File: config.mk
export PLATFORM = sky130hd
export DESIGN_NAME = gld_front_flat
export DESIGN_NICKNAME = d
export VERILOG_FILES = /design/src/rtl/gld_pkg.sv /design/src/rtl/gld_if.sv /design/src/rtl/gld_front.sv /design/src/flat_wrapper.sv
export SDC_FILE = /design/constraint.sdc
export NUM_CORES = 1
export LEC_CHECK = 0
export CORE_ASPECT_RATIO = 0.75
export CORE_MARGIN = 10
export CORE_UTILIZATION = 40
export DETAILED_ROUTE_END_ITERATION = 6
export DONT_BUFFER_PORTS = 1
export PLACE_DENSITY = 0.57
export SLEW_MARGIN = 40
export SYNTH_ARGS = -nofsm -noshare
export SYNTH_HDL_FRONTEND = slang
export SYNTH_SLANG_ARGS = --single-unit
File: constraint.sdc
create_clock -name i_clk -period 3.2 [get_ports i_clk]
set_input_delay 0.16 -clock i_clk [delete_from_list [all_inputs] [get_ports i_clk]]
set_output_delay 0.16 -clock i_clk [all_outputs]
set_load 0.02 [all_outputs]
File: src/rtl/gld_pkg.sv
// Shared constants, codes and types of the GIF LZW decoder.
// No dependencies; gld_front, gld_core and gif_lzw_decoder import this package.
package gld_pkg;

    localparam int DICT_DEPTH  = 4096;
    localparam int DICT_AW     = $clog2(DICT_DEPTH);
    localparam int STACK_DEPTH = DICT_DEPTH + 1;
    localparam int STACK_AW    = $clog2(STACK_DEPTH);
    localparam int CODE_W      = 12;
    localparam int NFC_W       = 13;

    localparam logic [1:0] CMD_START = 2'd0;
    localparam logic [1:0] CMD_PUSH  = 2'd1;
    localparam logic [1:0] CMD_PULL  = 2'd2;
    localparam logic [1:0] CMD_END   = 2'd3;

    localparam logic [2:0] ST_ACCEPTED = 3'd0;
    localparam logic [2:0] ST_REJECTED = 3'd1;
    localparam logic [2:0] ST_PIXEL    = 3'd2;
    localparam logic [2:0] ST_NEED     = 3'd3;
    localparam logic [2:0] ST_FILLER   = 3'd4;
    localparam logic [2:0] ST_FINISHED = 3'd5;

    localparam logic [3:0] MIN_SIZE_LO  = 4'd2;
    localparam logic [3:0] MIN_SIZE_HI  = 4'd8;
    localparam logic [3:0] MIN_SIZE_RST = 4'd8;

    localparam logic [2:0] ADDR_MIN_SIZE = 3'd0;
    localparam logic [2:0] ADDR_PIX_CNT  = 3'd4;

    typedef enum logic [1:0] {
        K_START,
        K_PUSH,
        K_PULL,
        K_END
    } t_kind;

    typedef struct packed {
        t_kind      kind;
        logic [7:0] data_byte;
    } t_item;

endpackage

File: src/rtl/gld_if.sv
// Valid/ready channel interfaces for the decoder's item and result streams.
// Depends on nothing.
interface gld_in_if;
    logic       valid;
    logic       ready;
    logic [1:0] cmd;
    logic [7:0] data_byte;
    modport source (output valid, output cmd, output data_byte, input ready);
    modport sink   (input valid, input cmd, input data_byte, output ready);
endinterface


File: src/rtl/gld_front.sv
// Front end: accepts command transactions, classifies them and queues them.
// Depends on gld_pkg and gld_in_if.
module gld_front
    import gld_pkg::*;
(
    input  logic      i_clk,
    input  logic      i_rst_n,
    gld_in_if.sink    i_item,
    output logic      o_q_valid,
    output t_item     o_q_item,
    input  logic      i_q_ready
);

    t_item      r_mem [2];
    logic       r_wp, r_rp;
    logic [1:0] r_cnt;
    t_item      w_item;
    logic       w_push, w_pop;

    always_comb begin
        case (i_item.cmd)
            CMD_START: w_item.kind = K_START;
            CMD_PUSH:  w_item.kind = K_PUSH;
            CMD_PULL:  w_item.kind = K_PULL;
            CMD_END:   w_item.kind = K_END;
            default:   w_item.kind = K_PULL;
        endcase
        w_item.data_byte = i_item.data_byte;
    end

    assign i_item.ready = (r_cnt != 2'd2);
    assign w_push       = i_item.valid & i_item.ready;
    assign o_q_valid    = (r_cnt != 2'd0);
    assign o_q_item     = r_mem[r_rp];
    assign w_pop        = o_q_valid & i_q_ready;

    always_ff @(posedge i_clk) begin
        if (w_push) begin
            r_mem[r_wp] <= w_item;
        end
        if (!i_rst_n) begin
            r_wp  <= 1'b0;
            r_rp  <= 1'b0;
            r_cnt <= 2'd0;
        end else begin
            if (w_push) begin
                r_wp <= ~r_wp;
            end
            if (w_pop) begin
                r_rp <= ~r_rp;
            end
            r_cnt <= r_cnt + 2'(w_push) - 2'(w_pop);
        end
    end

endmodule

File: src/flat_wrapper.sv
// flat-port wrapper written by rule: the top's interface ports become plain ports
module gld_front_flat import gld_pkg::*;
  (i_clk, i_rst_n, o_q_valid, o_q_item, i_q_ready, i_item_valid, i_item_cmd, i_item_data_byte, i_item_ready);
  gld_in_if i_item_i ();
  input  logic i_clk;
  input  logic i_rst_n;
  output logic o_q_valid;
  output t_item o_q_item;
  input  logic i_q_ready;
  input wire logic [$bits(i_item_i.valid)-1:0] i_item_valid;
  input wire logic [$bits(i_item_i.cmd)-1:0] i_item_cmd;
  input wire logic [$bits(i_item_i.data_byte)-1:0] i_item_data_byte;
  output wire logic [$bits(i_item_i.ready)-1:0] i_item_ready;
  assign i_item_i.valid = i_item_valid;
  assign i_item_i.cmd = i_item_cmd;
  assign i_item_i.data_byte = i_item_data_byte;
  assign i_item_ready = i_item_i.ready;
  gld_front u_core (.i_clk(i_clk), .i_rst_n(i_rst_n), .i_item(i_item_i), .o_q_valid(o_q_valid), .o_q_item(o_q_item), .i_q_ready(i_q_ready));
endmodule
==> results of run 1 <==
cells by family after synthesis:
kind of cell / count (synthesis)
XOR/XNOR: 2
AO/OA/AOI/OAI: 2
adder cells (fa/ha/maj): 2
flip-flops: 25
multiplexers: 10
AND/OR/NAND/NOR: 13
buffers and inverters: 6
synth_stat cells, types with 2 or more instances:
cell | n | area share [%]
sky130_fd_sc_hd__edfxtp_1 | 20 | 61
sky130_fd_sc_hd__ha_1 | 2 | 2.5
sky130_fd_sc_hd__mux2_1 | 10 | 11
sky130_fd_sc_hd__clkbuf_1 | 2 | 0.76
sky130_fd_sc_hd__inv_1 | 3 | 1.1
sky130_fd_sc_hd__nor2_1 | 3 | 1.1
sky130_fd_sc_hd__dfxtp_1 | 5 | 10
sky130_fd_sc_hd__and2_1 | 2 | 1.3
layout make-up:
cell class              count  area (um^2)  area share (%)
repair buffers             13        130.1           11.06
flip-flops and latches     25        700.7           59.57
well taps                  34        42.54           3.617
multi-input cells          29        265.3           22.55
inverters                   3        11.26          0.9574
clock buffers               4        26.28           2.234
final timing paths:
kind | end | slack [ns] | cells past startpoint
worst max-delay path | u_core.r_cnt[1] | 1.61 | 7
worst min-delay path | u_core.r_wp | 0.07 | 2
worst max register to register | u_core.r_cnt[1] | 1.61 | 7
worst min register to register | u_core.r_wp | 0.53 | 2
state kept, by name, summed over array words and instances (netlist names), named ones only:
name and cells:
u_core.r_mem 20, u_core.r_wp 1, u_core.r_rp 1, u_core.r_cnt 2
critical path: stages, from the launching register on:
cell	delay (ns)
sky130_fd_sc_hd__dfxtp_1	0.36
sky130_fd_sc_hd__o21a_2	0.25
sky130_fd_sc_hd__ha_1	0.28
sky130_fd_sc_hd__inv_1	0.04
sky130_fd_sc_hd__ha_1	0.18
sky130_fd_sc_hd__xor2_1	0.15
sky130_fd_sc_hd__and2_1	0.15
sky130_fd_sc_hd__nor3_1	0.12
through the flow:
stage	util [%]	hold slack, ns	cell area [um^2]	std cells	setup slack (ns)
2_1_floorplan	-	0.2589	989.7	60	1.711
3_3_place_gp	43.82	0.2590	1020	91	1.667
3_5_place_dp	43.82	0.2590	1020	91	1.617
4_1_cts	49.68	0.002818	1156	106	1.579
5_1_grt	50.54	0.05328	1176	108	1.501
6_report	50.54	0.07458	1176	108	1.606
layer usage:
| layer | share of wire, % | vias up |
|---|---|---|
| met2 | 45 | 16 |
| met3 | 6.7 | 2 |
| met5 | 0 | - |
| li1 | - | 243 |
| met1 | 47 | 230 |
| met4 | 0.76 | 0 |
power groups by stage:
stage | clock network (mW) | logic, mW | registers (mW)
after global routing | 0.151 | 0.274 | 0.468
after detailed placement | 0 | 0.239 | 0.464
after floorplan | 0 | 0.224 | 0.440
after CTS | 0.140 | 0.252 | 0.456
after global placement | 0 | 0.237 | 0.463
final | 0.132 | 0.249 | 0.454
==> impl_results.html, run 1 <==
<table>
<tr><th>Metric</th><th>Value</th></tr>
<tr><th colspan="2">Critical path</th></tr>
<tr><td>Kind of start point of the critical path</td><td>flop</td></tr>
<tr><td>Critical Path Fanout Max</td><td>5</td></tr>
<tr><td>CP Class</td><td>reg2reg</td></tr>
<tr><td>Capturing element type of the critical path</td><td>flop</td></tr>
<tr><td>Critical Path Start</td><td>u_core.r_cnt[1]</td></tr>
<tr><td>Required time at the worst-slack endpoint</td><td>3.43 ns</td></tr>
<tr><td>Startpoint of the worst-slack reg-to-reg timing path</td><td>u_core.r_cnt[1]</td></tr>
<tr><td>Data arrival time of the worst path</td><td>1.83 ns</td></tr>
<tr><th colspan="2">Synth</th></tr>
<tr><td>Largest family of logic cells by synthesized area</td><td>multiplexers</td></tr>
<tr><td>Syn avg cell area</td><td>16.49 um^2</td></tr>
<tr><td>Netlist Area Pre-Place</td><td>989.7 um^2</td></tr>
<tr><td>Async set or reset register ratio after synthesis</td><td>0%</td></tr>
<tr><td>Syn Nets</td><td>76</td></tr>
<tr><td>Post-synthesis sequential element count</td><td>25</td></tr>
<tr><td>Sequential fraction of the synthesis area</td><td>70.80%</td></tr>
<tr><td>Synthesized-area fraction occupied by ao, oa, aoi and oai cells</td><td>1.770%</td></tr>
<tr><td>Number of synthesized flops with an enable pin</td><td>20</td></tr>
<tr><td>Mux contribution to synthesized area</td><td>11.38%</td></tr>
<tr><td>Area share of fa/ha/maj cells after synthesis</td><td>2.528%</td></tr>
<tr><td>Post-Synth XOR/XNOR Area</td><td>2.528%</td></tr>
<tr><td>Cell count after synthesis</td><td>60</td></tr>
<tr><td>Yosys Warn Count</td><td>0</td></tr>
<tr><td>Area fraction in and, or, nand and nor cells after synthesis</td><td>8.597%</td></tr>
<tr><td>Predominant post-synthesis flop cell</td><td>sky130_fd_sc_hd__edfxtp_1</td></tr>
<tr><td>Count of cell types in the netlist</td><td>21</td></tr>
<tr><th colspan="2">Power</th></tr>
<tr><td>Max VDD drop</td><td>0.4020 mV</td></tr>
<tr><td>Leakage power summed over all cells</td><td>0.4219 nW</td></tr>
<tr><td>Net load switching power</td><td>273.6 uW</td></tr>
<tr><td>Power density of the placed cells</td><td>709.3 mW/mm^2</td></tr>
<tr><td>Logic pwr share</td><td>29.9%</td></tr>
<tr><td>Internal Dissipation</td><td>560.6 uW</td></tr>
<tr><td>Total chip power</td><td>834.2 uW</td></tr>
<tr><td>Portion of total power attributed to sequential cells</td><td>54.4%</td></tr>
<tr><td>Share of total power consumed by net switching</td><td>32.79%</td></tr>
<tr><td>Power share of the clock group</td><td>15.8%</td></tr>
<tr><th colspan="2">GRT</th></tr>
<tr><td>Number of global-route vias before repair</td><td>516</td></tr>
<tr><td>Antenna violations before repair</td><td>0</td></tr>
<tr><td>Gr usage total</td><td>6.878%</td></tr>
<tr><td>Total overflow reported by the global router</td><td>0</td></tr>
<tr><td>Met3 Resource Use GR</td><td>4.249%</td></tr>
<tr><td>Global-route met1 utilization</td><td>8.706%</td></tr>
<tr><td>Global Route met2 Usage</td><td>9.688%</td></tr>
<tr><td>Pin count of the biggest net entering global routing</td><td>14</td></tr>
<tr><td>Layer with the highest usage after global routing</td><td>met2</td></tr>
<tr><td>First-pass GRT wire length</td><td>2642 um</td></tr>
<tr><th colspan="2">STA</th></tr>
<tr><td>Final worst-path cycle share</td><td>49.81%</td></tr>
<tr><td>Slew at the pin closest to its max-slew limit</td><td>0.5188 ns</td></tr>
<tr><td>Fin Clk Skew</td><td>0.003076 ns</td></tr>
<tr><td>Final-report setup violation count</td><td>0</td></tr>
<tr><td>Setup TNS</td><td>0 ns</td></tr>
<tr><td>Setup repair after global routing missed its margin</td><td>no</td></tr>
<tr><td>Final min period</td><td>1.594 ns</td></tr>
<tr><td>Hold violation total from the final report</td><td>0</td></tr>
<tr><td>Max-slew violations</td><td>0</td></tr>
<tr><td>Worst slew margin relative to its limit</td><td>65.41%</td></tr>
<tr><td>Highest clock rate</td><td>0.6274 GHz</td></tr>
<tr><th colspan="2">Final layout</th></tr>
<tr><td>Commonest non-fill, non-tap cell in the layout</td><td>sky130_fd_sc_hd__edfxtp_1</td></tr>
<tr><td>Number of fill cells</td><td>213</td></tr>
<tr><td>Total number of nets in the final design</td><td>91</td></tr>
<tr><td>Top library cells by usage in the layout, fill and taps aside</td><td>sky130_fd_sc_hd__edfxtp_1, sky130_fd_sc_hd__dlygate4sd3_1, sky130_fd_sc_hd__mux2_1, sky130_fd_sc_hd__dfxtp_1</td></tr>
<tr><td>Proportion of layout cells with a drive suffix above 1</td><td>12.16%</td></tr>
<tr><td>Count of inserted antenna diode cells</td><td>0</td></tr>
<tr><td>Synthesis-to-layout area growth</td><td>18.84%</td></tr>
<tr><th colspan="2">Die</th></tr>
<tr><td>Height of the die</td><td>63.08 um</td></tr>
<tr><td>Die area</td><td>0.004884 mm^2</td></tr>
<tr><td>Core Area</td><td>0.002327 mm^2</td></tr>
<tr><td>I/O pin cnt</td><td>26</td></tr>
<tr><td>Floorplan die width</td><td>77.44 um</td></tr>
<tr><td>Initial core utilization</td><td>42.53%</td></tr>
<tr><td>Count of standard-cell rows</td><td>15</td></tr>
<tr><th colspan="2">Clock tree</th></tr>
<tr><td>Buffer levels on the longest clock path</td><td>2</td></tr>
<tr><td>Setup bufs post-CTS</td><td>0</td></tr>
<tr><td>Total of cells resized after clock tree synthesis</td><td>0</td></tr>
<tr><td>Number of sinks on the clock net</td><td>25</td></tr>
<tr><td>Clock tree root driver cell</td><td>sky130_fd_sc_hd__clkbuf_4</td></tr>
<tr><td>TritonCTS clock tree</td><td>done</td></tr>
<tr><td>Clock input transition at the sequential cells of the worst setup and hold paths</td><td>0.12 ns</td></tr>
<tr><td>H-tree levels</td><td>1</td></tr>
<tr><td>Number of buffers created by CTS</td><td>3</td></tr>
<tr><td>Clock latency of the later-clocked register in the worst-skew pair</td><td>0.30 ns</td></tr>
<tr><td>Post-CTS Hold Fix Bufs</td><td>11</td></tr>
<tr><th colspan="2">Placement</th></tr>
<tr><td>HPWL Detailed</td><td>1142 um</td></tr>
<tr><td>Count of buffers from port buffering</td><td>0</td></tr>
<tr><td>Final GP Congestion</td><td>0.6894</td></tr>
<tr><th colspan="2">Detailed routing</th></tr>
<tr><td># DRC</td><td>0</td></tr>
<tr><td>Total number of vias</td><td>491</td></tr>
<tr><td>Number of nets with antenna violations after detailed routing</td><td>0</td></tr>
<tr><td>Via density per instance</td><td>4.546</td></tr>
<tr><td>Iteration-0 DRC count of the detailed router</td><td>11</td></tr>
<tr><td>Pre-antenna DRT Iters</td><td>2</td></tr>
<tr><td>Detailed-route wire length per cell</td><td>14.64 um</td></tr>
<tr><td>DRT Wirelength</td><td>1581 um</td></tr>
<tr><th colspan="2">Hold path</th></tr>
<tr><td>Hold path startpoint</td><td>i_item_valid</td></tr>
<tr><td>Type of the worst min-delay path</td><td>in2reg</td></tr>
<tr><th colspan="2">Outcome</th></tr>
<tr><td>Outcome</td><td>finished clean</td></tr>
<tr><th colspan="2">Flow run</th></tr>
<tr><td>Max-capacitance violation count</td><td>0</td></tr>
</table>
No activity file was read; power rests on OpenSTA's default activity.
==> run 2, diff against run 1 <==
clock period = 1.5 ns   (was 3.2 ns; I/O delays follow)
==> run 2 against run 1 <==
- cell count grew 4.6%
- hold slack gained 0.15 ns
- non-clock buffer count grew 5
- wire length grew 9.4%
- core utilization grew 2.7 points
- power grew 130%
- critical endpoint unchanged
==> impl_results.html, run 2 (synthesized netlist as in run 1, its figures left out) <==
<table>
<tr><th>Metric</th><th>Value</th></tr>
<tr><th colspan="2">Final layout</th></tr>
<tr><td>Proportion of layout cells with a drive suffix above 1</td><td>26.58% (was 12.16%)</td></tr>
<tr><td>Number of fill cells</td><td>216 (was 213)</td></tr>
<tr><td>Commonest non-fill, non-tap cell in the layout</td><td>sky130_fd_sc_hd__edfxtp_1 (unchanged)</td></tr>
<tr><td>Max reg flops</td><td>20 (unchanged)</td></tr>
<tr><td>Reg area</td><td>703.2 um^2 (was 700.7 um^2)</td></tr>
<tr><td>Post-route non-filler standard cell count</td><td>113 (was 108)</td></tr>
<tr><td>Register with the most flip-flops</td><td>u_core.r_mem (unchanged)</td></tr>
<tr><td>Biggest regs</td><td>u_core.r_mem (20), u_core.r_cnt (2) (unchanged)</td></tr>
<tr><td>Count of inserted antenna diode cells</td><td>0 (unchanged)</td></tr>
<tr><td>Post-Layout Inst Area</td><td>0.001240 mm^2 (was 0.001176 mm^2)</td></tr>
<tr><td>Synthesis-to-layout area growth</td><td>25.28% (was 18.84%)</td></tr>
<tr><td>Total number of nets in the final design</td><td>96 (was 91)</td></tr>
<tr><td>Top library cells by usage in the layout, fill and taps aside</td><td>sky130_fd_sc_hd__edfxtp_1, sky130_fd_sc_hd__dlygate4sd3_1, sky130_fd_sc_hd__mux2_1, sky130_fd_sc_hd__buf_4 (was sky130_fd_sc_hd__edfxtp_1, sky130_fd_sc_hd__dlygate4sd3_1, sky130_fd_sc_hd__mux2_1, sky130_fd_sc_hd__dfxtp_1)</td></tr>
<tr><td>Area of combinational cells with multiple inputs</td><td>290.3 um^2 (was 265.3 um^2)</td></tr>
<tr><th colspan="2">Power</th></tr>
<tr><td>Total chip power</td><td>1.900 mW (was 834.2 uW)</td></tr>
<tr><td>Power density of the placed cells</td><td>1532 mW/mm^2 (was 709.3 mW/mm^2)</td></tr>
<tr><td>Leakage power summed over all cells</td><td>0.4515 nW (was 0.4219 nW)</td></tr>
<tr><td>Max VDD drop</td><td>0.8142 mV (was 0.4020 mV)</td></tr>
<tr><th colspan="2">STA</th></tr>
<tr><td>Final-report setup violation count</td><td>0 (unchanged)</td></tr>
<tr><td>Setup TNS</td><td>0 ns (unchanged)</td></tr>
<tr><td>Hold slack</td><td>0.2238 ns (was 0.07458 ns)</td></tr>
<tr><td>Hold violation total from the final report</td><td>0 (unchanged)</td></tr>
<tr><td>Worst slew margin relative to its limit</td><td>79.46% (was 65.41%)</td></tr>
<tr><td>Final worst-path cycle share</td><td>99.06% (was 49.81%)</td></tr>
<tr><td>Max-slew violations</td><td>0 (unchanged)</td></tr>
<tr><td>Slew at the pin closest to its max-slew limit</td><td>0.3075 ns (was 0.5188 ns)</td></tr>
<tr><td>Highest clock rate</td><td>0.6730 GHz (was 0.6274 GHz)</td></tr>
<tr><td>Fin Clk Skew</td><td>0.006307 ns (was 0.003076 ns)</td></tr>
<tr><td>Final min period</td><td>1.486 ns (was 1.594 ns)</td></tr>
<tr><td>Setup repair after global routing missed its margin</td><td>yes (was no)</td></tr>
<tr><th colspan="2">Clock tree</th></tr>
<tr><td>Buffer levels on the longest clock path</td><td>2 (unchanged)</td></tr>
<tr><td>H-tree levels</td><td>1 (unchanged)</td></tr>
<tr><td>Clock latency of the later-clocked register in the worst-skew pair</td><td>0.31 ns (was 0.30 ns)</td></tr>
<tr><td>Number of sinks on the clock net</td><td>25 (unchanged)</td></tr>
<tr><td>TritonCTS clock tree</td><td>done (unchanged)</td></tr>
<tr><td>Number of buffers created by CTS</td><td>3 (unchanged)</td></tr>
<tr><td>Clock input transition at the sequential cells of the worst setup and hold paths</td><td>0.13 ns (was 0.12 ns)</td></tr>
<tr><td>Clock tree root driver cell</td><td>sky130_fd_sc_hd__clkbuf_4 (unchanged)</td></tr>
<tr><th colspan="2">Detailed routing</th></tr>
<tr><td>Detailed-route wire length per cell</td><td>15.30 um (was 14.64 um)</td></tr>
<tr><td>Total number of vias</td><td>525 (was 491)</td></tr>
<tr><td>DRT Wirelength</td><td>1729 um (was 1581 um)</td></tr>
<tr><td># DRC</td><td>0 (unchanged)</td></tr>
<tr><td>Number of nets with antenna violations after detailed routing</td><td>0 (unchanged)</td></tr>
<tr><td>Iteration-0 DRC count of the detailed router</td><td>17 (was 11)</td></tr>
<tr><td>Pre-antenna DRT Iters</td><td>3 (was 2)</td></tr>
<tr><td>Via density per instance</td><td>4.646 (was 4.546)</td></tr>
<tr><th colspan="2">Critical path</th></tr>
<tr><td>Delay-heaviest family, CP</td><td>adder cells (unchanged)</td></tr>
<tr><td>Kind of start point of the critical path</td><td>flop (unchanged)</td></tr>
<tr><td>Slowest CP cell</td><td>sky130_fd_sc_hd__dfxtp_1 (unchanged)</td></tr>
<tr><td>Capturing element type of the critical path</td><td>flop (unchanged)</td></tr>
<tr><td>Capture instance of the worst register-to-register path</td><td>u_core.r_cnt[1] (unchanged)</td></tr>
<tr><td>CP Class</td><td>reg2reg (unchanged)</td></tr>
<tr><td>Slowest stage delay, CP</td><td>0.34 ns (was 0.36 ns)</td></tr>
<tr><td>Slack of the worst reg-to-reg path</td><td>0.01 ns (was 1.61 ns)</td></tr>
<tr><td>Startpoint of the worst-slack reg-to-reg timing path</td><td>u_core.r_cnt[1] (unchanged)</td></tr>
<tr><td>Critical Path Fanout Max</td><td>2 (was 5)</td></tr>
<tr><td>Depth of the worst register-to-register path</td><td>7 (unchanged)</td></tr>
<tr><td>Buffers &amp; Inverters on Critical Path</td><td>1 (unchanged)</td></tr>
<tr><td>Critical path's most frequent cell</td><td>sky130_fd_sc_hd__ha_4 (was sky130_fd_sc_hd__ha_1)</td></tr>
<tr><td>List of cells traversed by the critical path</td><td>o21a_2, ha_4, inv_2, ha_4, xor2_1, and2_1, nor3_1 (was o21a_2, ha_1, inv_1, ha_1, xor2_1, and2_1, nor3_1)</td></tr>
<tr><td>Required time at the worst-slack endpoint</td><td>1.74 ns (was 3.43 ns)</td></tr>
<tr><td>Data arrival time of the worst path</td><td>1.72 ns (was 1.83 ns)</td></tr>
<tr><th colspan="2">Die</th></tr>
<tr><td>Initial core utilization</td><td>42.53% (unchanged)</td></tr>
<tr><td>Die area</td><td>0.004884 mm^2 (unchanged)</td></tr>
<tr><td>Height of the die</td><td>63.08 um (unchanged)</td></tr>
<tr><td>Count of standard-cell rows</td><td>15 (unchanged)</td></tr>
<tr><td>Core Area</td><td>0.002327 mm^2 (unchanged)</td></tr>
<tr><td>I/O pin cnt</td><td>26 (unchanged)</td></tr>
<tr><td>Floorplan die width</td><td>77.44 um (unchanged)</td></tr>
<tr><th colspan="2">Flow run</th></tr>
<tr><td>Max-capacitance violation count</td><td>0 (unchanged)</td></tr>
<tr><th colspan="2">GRT</th></tr>
<tr><td>Antenna violations before repair</td><td>0 (unchanged)</td></tr>
<tr><td>Pin count of the biggest net entering global routing</td><td>15 (was 14)</td></tr>
<tr><td>First-pass GRT wire length</td><td>2967 um (was 2642 um)</td></tr>
<tr><td>Gr usage total</td><td>7.622% (was 6.878%)</td></tr>
<tr><td>Total overflow reported by the global router</td><td>0 (unchanged)</td></tr>
<tr><td>Number of global-route vias before repair</td><td>603 (was 516)</td></tr>
<tr><th colspan="2">Placement</th></tr>
<tr><td>HPWL Detailed</td><td>1215 um (was 1142 um)</td></tr>
<tr><td>Count of buffers from port buffering</td><td>0 (unchanged)</td></tr>
<tr><td>Final GP Congestion</td><td>0.6808 (was 0.6894)</td></tr>
<tr><td>Number of placed cells counting well taps</td><td>95 (was 91)</td></tr>
<tr><td>Area after DPL</td><td>0.001050 mm^2 (was 0.001020 mm^2)</td></tr>
<tr><th colspan="2">Hold path</th></tr>
<tr><td>Min-Delay Endpoint</td><td>u_core.r_mem[1][0] (was u_core.r_wp)</td></tr>
<tr><td>Hold path startpoint</td><td>i_item_valid (unchanged)</td></tr>
<tr><td>WHS Path Cells</td><td>2 (unchanged)</td></tr>
<tr><td>Type of the worst min-delay path</td><td>in2reg (unchanged)</td></tr>
<tr><th colspan="2">Outcome</th></tr>
<tr><td>Outcome</td><td>finished clean (unchanged)</td></tr>
</table>
-- run 2: layout make-up --
type | instances | area share [%]
multi-input cells | 29 | 23.41
clock inverters | 1 | 0.4036
clock buffers | 3 | 1.816
repair buffers | 18 | 13.32
well taps | 34 | 3.431
flip-flops and latches | 25 | 56.71
inverters | 3 | 0.9082
-- run 2: metal layers --
metal	vias up	global-route usage, %	part of all wire (%)
li1	252	-	-
met1	254	8.403	43
met2	17	12.71	50
met3	2	3.824	5.7
met4	0	2.045	0.69
met5	-	0	0
-- run 2: where the power goes --
part	leakage, nW	internal (mW)	switching [mW]
combinational	0.205	0.283	0.369
sequential	0.229	0.889	0.0798
clock	0.0177	0.0994	0.180
-- run 2: per-stage QoR --
stage                     worst slack [ns]  utilization (%)
after detailed placement          -0.02531            45.11
final                              0.01408            53.28
after global routing              -0.02234            53.28
after floorplan                    0.01063                -
after CTS                         -0.03013            53.28
after global placement             0.02149            45.11
-- run 2: worst register-to-register path: cells and delay by family (launching register included) --
| family | cells | cell delay [ns] |
|---|---|---|
| AOI/OAI and AO/OA | 1 | 0.23 |
| xor gates and xnor gates | 1 | 0.16 |
| adders and majority gates | 2 | 0.40 |
| buffers and inverters | 1 | 0.03 |
| DFF | 1 | 0.34 |
| and+or+nand+nor | 2 | 0.26 |
-- run 2: worst max-delay path by stage --
stage	end	slack [ns]	cells past startpoint	startpoint
CTS	u_core.r_cnt[1]	-0.03	7	u_core.r_cnt[0]
detailed placement	u_core.r_cnt[1]	-0.03	7	u_core.r_cnt[0]
finish	u_core.r_cnt[1]	0.01	7	u_core.r_cnt[1]
global placement	u_core.r_cnt[1]	0.02	7	u_core.r_cnt[1]
floorplan	u_core.r_cnt[1]	0.01	7	u_core.r_cnt[1]
global route	u_core.r_cnt[1]	-0.02	7	u_core.r_cnt[1]
-- run 2: repair_timing --
item / 4_1_cts / 5_1_grt
setup endpoints to repair: 11 / 1
setup buffers: 2 / 0
hold buffers: 12 / 0
hold endpoints to repair: 25 / 0
pin swaps: 5 / 2
gates cloned: 0 / 0
gates resized for setup: 6 / 0
